## src/hw/rtl/sas_pkg.sv

```systemverilog
// Shared constants for the ascending array sorter.
package sas_pkg;

  localparam int MaxItems = 64;
  localparam int DataW    = 32;
  localparam int IdxW     = $clog2(MaxItems);
  localparam int CntW     = $clog2(MaxItems + 1);

  typedef logic [IdxW-1:0] idx_t;
  typedef logic [CntW-1:0] cnt_t;
  typedef logic signed [DataW-1:0] word_t;

endpackage

```

## src/hw/rtl/array_sort_ascending_top.sv

```systemverilog
// Ascending sorter: loads a set of signed words, sorts it in place, streams it out.
//
// Input channel (in_valid_i / in_stall_o): one signed 32-bit value per beat;
// last_i closes the set. While loading, a beat is taken every cycle. Values
// beyond MaxItems are dropped and every result of that set carries overflow_o.
// After the closing beat in_stall_o stays high until the last result is taken.
// Sorting is an insertion sort over one element memory (one write port, one read
// port) with a single signed comparator: each key is read and compared with the
// neighbors to its left, each larger neighbor moves one place right, and the key
// is written where it stops.
// Output channel (out_valid_o / out_stall_i): one sorted value per beat,
// final_res_o on the greatest one. Each result needs a memory read, which starts
// only after the previous result is taken; a stalled result holds until taken.
// Once the final result is taken the block loads the next set in the next cycle.
// Reset (rst_ni low) empties the set and clears the overflow mark; memory
// contents are not cleared, as only written entries are ever read.
module array_sort_ascending_top
  import sas_pkg::*;
(
  input  logic        clk_i,
  input  logic        rst_ni,
  input  logic        in_valid_i,
  output logic        in_stall_o,
  input  word_t       value_i,
  input  logic        last_i,
  output logic        out_valid_o,
  input  logic        out_stall_i,
  output word_t       sorted_value_o,
  output logic        final_res_o,
  output logic        overflow_o
);

  typedef enum logic [2:0] {
    S_LOAD,
    S_KEY_RD,
    S_KEY_WT,
    S_CMP,
    S_PLACE,
    S_EM_RD,
    S_EM_WT,
    S_EM_HOLD
  } state_e;

  state_e state_q, state_d;
  cnt_t   count_q, count_d;
  logic   ovf_q, ovf_d;
  idx_t   k_q, k_d;
  idx_t   pos_q, pos_d;
  idx_t   e_q, e_d;
  word_t  key_q, key_d;
  logic   out_valid_d, final_d;
  word_t  out_value_d;

  // element memory, one write and one registered read per cycle
  word_t  mem [MaxItems];
  word_t  rd_q;
  idx_t   rd_addr;
  logic   mem_we;
  idx_t   mem_wa;
  word_t  mem_wd;

  logic   in_acc, out_acc, full, less;
  cnt_t   cnt_next;

  assign in_acc   = (state_q == S_LOAD) && in_valid_i;
  assign out_acc  = out_valid_o && !out_stall_i;
  assign full     = (count_q == CntW'(MaxItems));
  assign cnt_next = full ? count_q : count_q + 1'b1;
  assign less     = (key_q < rd_q);
  assign in_stall_o = (state_q != S_LOAD);

  // store writes and the read port
  always_ff @(posedge clk_i) begin
    if (mem_we) begin
      mem[mem_wa] <= mem_wd;
    end
    rd_q <= mem[rd_addr];
  end

  // sequencer: load, insertion sort, emit
  always_comb begin
    state_d     = state_q;
    count_d     = count_q;
    ovf_d       = ovf_q;
    k_d         = k_q;
    pos_d       = pos_q;
    e_d         = e_q;
    key_d       = key_q;
    out_valid_d = out_valid_o;
    out_value_d = sorted_value_o;
    final_d     = final_res_o;
    mem_we      = 1'b0;
    mem_wa      = count_q[IdxW-1:0];
    mem_wd      = value_i;
    rd_addr     = k_q;

    case (state_q)
      S_LOAD: begin
        if (in_acc) begin
          if (full) begin
            ovf_d = 1'b1;
          end else begin
            mem_we = 1'b1;
          end
          count_d = cnt_next;
          if (last_i) begin
            k_d = idx_t'(1);
            e_d = '0;
            state_d = (cnt_next >= CntW'(2)) ? S_KEY_RD : S_EM_RD;
          end
        end
      end
      S_KEY_RD: begin
        rd_addr = k_q;
        state_d = S_KEY_WT;
      end
      S_KEY_WT: begin
        // take the key, fetch its left neighbor
        key_d   = rd_q;
        pos_d   = k_q;
        rd_addr = k_q - 1'b1;
        state_d = S_CMP;
      end
      S_CMP: begin
        rd_addr = pos_q - idx_t'(2);
        if (less) begin
          // shift the larger neighbor right
          mem_we = 1'b1;
          mem_wa = pos_q;
          mem_wd = rd_q;
          pos_d  = pos_q - 1'b1;
          if (pos_q == idx_t'(1)) begin
            state_d = S_PLACE;
          end
        end else begin
          state_d = S_PLACE;
        end
      end
      S_PLACE: begin
        mem_we = 1'b1;
        mem_wa = pos_q;
        mem_wd = key_q;
        k_d    = k_q + 1'b1;
        if (({1'b0, k_q} + CntW'(1)) == count_q) begin
          state_d = S_EM_RD;
        end else begin
          state_d = S_KEY_RD;
        end
      end
      S_EM_RD: begin
        rd_addr = e_q;
        state_d = S_EM_WT;
      end
      S_EM_WT: begin
        out_valid_d = 1'b1;
        out_value_d = rd_q;
        final_d     = (({1'b0, e_q} + CntW'(1)) == count_q);
        state_d     = S_EM_HOLD;
      end
      S_EM_HOLD: begin
        // hold the beat until taken
        if (out_acc) begin
          out_valid_d = 1'b0;
          if (final_res_o) begin
            count_d = '0;
            ovf_d   = 1'b0;
            state_d = S_LOAD;
          end else begin
            e_d     = e_q + 1'b1;
            state_d = S_EM_RD;
          end
        end
      end
      default: begin
        state_d = S_LOAD;
      end
    endcase
  end

  // control state and registered outputs
  always_ff @(posedge clk_i or negedge rst_ni) begin
    if (!rst_ni) begin
      state_q     <= S_LOAD;
      count_q     <= '0;
      ovf_q       <= 1'b0;
      out_valid_o <= 1'b0;
      final_res_o <= 1'b0;
    end else begin
      state_q     <= state_d;
      count_q     <= count_d;
      ovf_q       <= ovf_d;
      out_valid_o <= out_valid_d;
      final_res_o <= final_d;
    end
  end

  // payload and loop registers
  always_ff @(posedge clk_i) begin
    k_q            <= k_d;
    pos_q          <= pos_d;
    e_q            <= e_d;
    key_q          <= key_d;
    sorted_value_o <= out_value_d;
  end

  assign overflow_o = ovf_q;

endmodule

```

## config.mk

```make
export PLATFORM = sky130hd
export DESIGN_NAME = array_sort_ascending_top
export DESIGN_NICKNAME = d
export VERILOG_FILES = /design/src/hw/rtl/sas_pkg.sv /design/src/hw/rtl/array_sort_ascending_top.sv
export SDC_FILE = /design/constraint.sdc
export NUM_CORES = 2
export LEC_CHECK = 0
export BUFFER_PORTS_ARGS = -buffer_cell sky130_fd_sc_hd__clkbuf_2
export CAP_MARGIN = 25
export CORE_MARGIN = 4
export CORE_UTILIZATION = 50
export CTS_BUF_LIST = sky130_fd_sc_hd__clkbuf_16
export DETAILED_ROUTE_END_ITERATION = 10
export PLACE_DENSITY = 0.65
export SLEW_MARGIN = 30
export SYNTH_ARGS = -nofsm -noshare
export SYNTH_HDL_FRONTEND = slang
export SYNTH_SLANG_ARGS = --single-unit
```

## constraint.sdc

```tcl
create_clock -name clk_i -period 6 [get_ports clk_i]
set_clock_uncertainty 0.1 [all_clocks]
set_input_delay 0.3 -clock clk_i [delete_from_list [all_inputs] [get_ports clk_i]]
set_output_delay 0.3 -clock clk_i [all_outputs]
set_load 0.01 [all_outputs]
```

# Yosys cells after proc, flatten, opt, wreduce, memory -nomap -nowiden
# Memories as Yosys holds them, arrays and structs flattened. A register that Yosys moved wholly into a read port is not among the register bits.
# Cells that the tools add are included.
dict set report word_totals {
  ff_bits 95
  mem_bits_rw 2048
  input_bits 37
  out_inout_bits 36
  wordCells 98
  memories 1
}
dict set report classes {
  n_addsub 8
  magnitude_cmp 2
  n_eq_ne 19
  muxes 42
  reduce_logical 16
}
# memory depth width read_ports rd_ports_with_merged_regs write_ports line
set memory_table {}
lappend memory_table {mem 64 32 1 1 1 array_sort_ascending_top.sv:55} ;# word_t mem [MaxItems];
# op count
set op_table {}
lappend op_table {{$pmux 32 s2} 1}
lappend op_table {{$mux 6} 8}
lappend op_table {{$pmux 6 s2} 4}
lappend op_table {{$lt 32x32->1} 1}
lappend op_table {{$mux 32} 1}
lappend op_table {{$mux 7} 4}
lappend op_table {{$mux 3} 8}
lappend op_table {{$pmux 3 s8} 1}
lappend op_table {{$pmux 6 s3} 1}
lappend op_table {{$add 6x1->7 const B} 2}
lappend op_table {{$eq 7x7->1} 2}
lappend op_table {{$ne 2x2->1 const B} 7}
lappend op_table {{$pmux 7 s2} 1}
lappend op_table {{$add 6x1->6 const B} 2}
lappend op_table {{$eq 3x3->1 const B} 4}
lappend op_table {{$sub 6x1->6 const B} 2}
lappend op_table {{$mux 1} 10}
lappend op_table {{$reduce_and 5->1} 2}
lappend op_table {{$reduce_and 4->1} 2}
lappend op_table {{$reduce_bool 2->1} 4}
lappend op_table {{$add 7x1->7 const B} 1}
lappend op_table {{$eq 7x7->1 const B} 1}
lappend op_table {{$ge 7x2->1 const B} 1}
lappend op_table {{$eq 3x2->1 const B} 2}
lappend op_table {{other kinds (12)} 15}

# Longest topological paths before layout
dict set report logic_depth {
  word_depth 7
  ltp_mapped 15
}

# Least setup slack after synthesis
# No wires, ideal clock.
dict set report synth_path {
  path_kind {reg2reg}
  from {register key_q[31]}
  to {memory mem[42][0] (netlist bit), enable pin}
  arrival_time_ps 3880
  t_required_ps 5479
  setup_slack_ps 1599
  stages_incl_launch_ff 11
  n_path_buf 1
  synth_period_minus_slack_ps 4401
  cell_sequence {edfxtp_1 -> ha_1 -> buf_4 -> nand4_4 -> nor2_1 -> a221oi_4 -> o31ai_1 -> a221o_1 -> a311oi_2 -> nand3_2 -> nor2_1}
}
dict set report synth_between {
  elab_chain_cells 5
}
# item line
set synth_rtl {}
lappend synth_rtl {{from (decl)} array_sort_ascending_top.sv:50} ;# word_t key_q, key_d;
lappend synth_rtl {{from (signal assigned)} array_sort_ascending_top.sv:202} ;# key_q <= key_d;
lappend synth_rtl {{$lt 32x32->1 (*)} array_sort_ascending_top.sv:69} ;# assign less = (key_q < rd_q);
lappend synth_rtl {{$mux 1} array_sort_ascending_top.sv:126} ;# if (less) begin
lappend synth_rtl {{$pmux 1 s3} array_sort_ascending_top.sv:97} ;# case (state_q)
lappend synth_rtl {{$mux 1} array_sort_ascending_top.sv:74} ;# if (mem_we) begin
lappend synth_rtl {{$mux 1 (not written as such)} array_sort_ascending_top.sv:75} ;# mem[mem_wa] <= mem_wd;
lappend synth_rtl {{to (decl)} array_sort_ascending_top.sv:55}
# Every way passes the cells marked *; elsewhere a longest branch is shown, timed or not.

# Worst setup path after layout
dict set report layout_path {
  from {register rd_q[15], read port of mem}
  to {memory mem[38][14] (netlist bit), data pin}
}
dict set report layout_between {
  elab_chain_cells 3
}
# item line
set layout_rtl {}
lappend layout_rtl {{from (decl)} array_sort_ascending_top.sv:56} ;# word_t rd_q;
lappend layout_rtl {{$lt 32x32->1} array_sort_ascending_top.sv:69}
lappend layout_rtl {{$mux 32} array_sort_ascending_top.sv:126}
lappend layout_rtl {{$pmux 32 s2} array_sort_ascending_top.sv:97}
lappend layout_rtl {{named net mem_wd[14]} array_sort_ascending_top.sv:60} ;# word_t mem_wd;
# The timed path passes the listed nets, and every way through them passes these cells.

==> flow_metrics.tcl <==
set metrics [dict create \
    fin_crit_sh_pct 83.7 \
    drtIter0Drc 8003 \
    synth_cell_type_count 77 \
    dpl.hpwl_mm 159 \
    drive_gt1_share_pct 11.1 \
    numCtsBuffers 210 \
    io-pin-count 73 \
    grt_setup_unrepaired "false" \
    syn_area_mm2 0.0881 \
    hold_ws_ns 0.109 \
    num_vias 58330 \
    overflow 0 \
    synth_cells 6819 \
    vias_per_cell 6.20 \
    clk_latency_ns 0.87 \
    synth.area.top_cells "edfxtp_1, nand2_1, nand3_1" \
    layout_min_cycle_time_ns 5.02 \
    slew_violations 0 \
    async_flop_share_pct 0.598 \
    postRouteAntennaNets 0 \
    design.core.area_mm2 0.175 \
    ctsHtreeMaxLevel 4 \
    finalSetupViolations 0 \
    ys.warnings.count 0 \
    port_buffers 72 \
    synth_top_area_share_pct 72.6 \
    holdPathStages 2 \
    cts_tree "yes" \
    p_per_area_mw_per_mm2 618 \
    min_path_type "in -> reg" \
    die_area_mm2 0.183 \
    dr.pass1.iters 6 \
    status "finished clean" \
    synthSimpleGateAreaFrac_pct 16.2 \
    ff2ff_path_depth 11 \
    area_delta_synth_final_pct 14.0 \
    pre_cts_ws_ns 1.06 \
    yosys.area.top_type "edfxtp_1" \
    die_y_um 428 \
    initial_core_util_pct 50.5 \
    cp-start-kind "flip-flop" \
    setup_tns_ns 0 \
    synth-compound-area-share_pct 6.49 \
    synth_adder_area_share_pct 0.639 \
    fmax_mhz 199 \
    fin_util_pct 57.5 \
    clk_pin_slew_ns 0.07 \
    cts_buffer_depth 3 \
    required_ns 6.45 \
    r2r_slack_ns 0.98 \
    grt_util_all_layers_pct 28.3 \
    path_max_fanout 33 \
    post_cts_resized 0 \
    end_kind "flip-flop" \
    synthXorXnorAreaFrac_pct 0.328 \
    postCtsHoldBufs 9 \
    post-cts-setup-buffers 0 \
    slew-limit-headroom_pct 28.7 \
    leakage_nw 34.9 \
    ys_ff_latch 2175 \
    tightest_slew_ns 1.07 \
    yosysMostFrequentCell "edfxtp_1" \
    synthTopCellsByCount "edfxtp_1, nand2_1, nand3_1" \
    syn_nets 6901 \
    avgRoutedWirePerCell_um 27.8 \
    routed_wl_mm 261 \
    synthFlopType "edfxtp_1" \
    cp_cell_sequence "inv_1 -> ha_1 -> nand2_1 -> nor4_1 -> o311ai_1 -> a311o_1 -> nand3_2 -> nand2_2 -> nor2_4 -> a21o_2 -> buf_4" \
    yosysSeqAreaShare_pct 73.7 \
    synth_top_family_by_area "simple AND/OR/NAND/NOR gates" \
    first_global_vias 54224 \
    postLayoutSetupSlackWorst_ns 0.979 \
    synth_area_per_cell_um2 12.9 \
    grt_first_pass_wirelength_mm 378 \
    cp_slowest_cell "a21o_2" \
    finalHoldViolCount 0 \
    ir_worst_vdd_v 0.000640 \
    synthMuxAreaShare_pct 0.0980 \
    antenna_found_initial 17 \
    holdPathEnd "mem[21][8]" \
    drv_cap 0 \
    cpPeakStageDelay_ns 0.82 \
    num-nets-final 6973 \
    grt_max_degree 108 \
    die_width_um 428 \
    hp-start "value_i[8]" \
    rows 153 \
    clock_sinks 2175 \
    synth-edff-count 2130 \
    worstSetupPathType "reg -> reg" \
    gp_congestion 0.932 \
    r2r_end "mem[38][14]" \
    crit-reg2reg-launch "rd_q[15]" \
    arrival_ns 5.47 \
    root_buffer "clkbuf_16" \
    drc_errors 0 \
]
==> sequential cells by signal, summed over array words and instances (netlist names), 6 cells and up <==
| name | flops |
|---|---|
| count_q | 7 |
| sorted_value_o | 32 |
| e_q | 6 |
| rd_q | 32 |
| pos_q | 6 |
| mem | 2048 |
| k_q | 6 |
| key_q | 32 |
==> critical path: cells and delay by family (launching register included) <==
| family | cells | cell delay, ns |
|---|---|---|
| AO/OA/AOI/OAI | 3 | 1.64 |
| buffers and inverters | 2 | 0.61 |
| AND/OR/NAND/NOR | 5 | 1.58 |
| adder cells (fa/ha/maj) | 1 | 0.29 |
| flip-flops | 1 | 0.39 |
==> through the flow <==
step / instances / total power, mW / cell area [um^2]
6_report: 9405 / 62.1 / 100000
2_1_floorplan: 6819 / 36.6 / 88100
5_1_grt: 9396 / 64.8 / 100000
4_1_cts: 9389 / 61.6 / 100000
3_5_place_dp: 8989 / 48.3 / 93200
3_3_place_gp: 8952 / 47.8 / 92200
==> where the power goes <==
group / switching [mW] / internal [mW] / total, mW
registers: 0.438 / 19.5 / 19.9
logic: 21.1 / 7.76 / 28.8
clock network: 5.76 / 7.60 / 13.4
==> logic make-up after synthesis <==
family,after synthesis
AOI/OAI and AO/OA,754
xor gates and xnor gates,33
adders and majority gates,45
buffers and inverters,522
DFF,2175
muxes,8
and+or+nand+nor,3282
==> placed cells by master (no fill, tap or decap), types with 36 or more instances in the layout <==
master / count
nand4_1: 36
nand3_1: 1039
a311oi_1: 133
clkinv_2: 36
a22oi_1: 65
clkinv_1: 53
nor2_4: 65
buf_12: 53
ha_1: 45
buf_4: 158
a21oi_1: 151
nor2_1: 37
nand2_1: 1898
a31o_1: 108
clkbuf_2: 72
inv_1: 93
a211oi_1: 131
clkbuf_16: 212
buf_16: 36
and3_1: 136
edfxtp_1: 2130
==> worst max path at each step <==
stage,start,end
after global placement,rd_q[15],mem[19][12]
after CTS,rd_q[15],mem[59][12]
after global routing,rd_q[15],mem[33][14]
after floorplan,key_q[31],mem[42][0]
after detailed placement,rd_q[15],mem[23][12]
final,rd_q[15],mem[38][14]
==> metal layers <==
metal | vias to the layer above | GRT usage [%] | wire (um) | part of all wire, %
li1 | 25378 | - | - | -
met1 | 29090 | 40.9 | 104000 | 40
met2 | 3360 | 40.9 | 115000 | 44
met3 | 490 | 6.50 | 29200 | 11
met4 | 12 | 13.0 | 13300 | 5.1
met5 | - | 0 | 82 | 0.031
==> cell type report <==
class / instances / area (um^2)
fill: 13685 / 74100
clock inverter: 179 / 1710
tap: 2325 / 2910
clock buffer: 212 / 5310
sequential: 2175 / 64900
antenna: 10 / 25.0
inverter: 49 / 185
multi-input combinational: 4122 / 21600
timing repair buffer: 333 / 3760
Power figures use the tool's default switching activity.
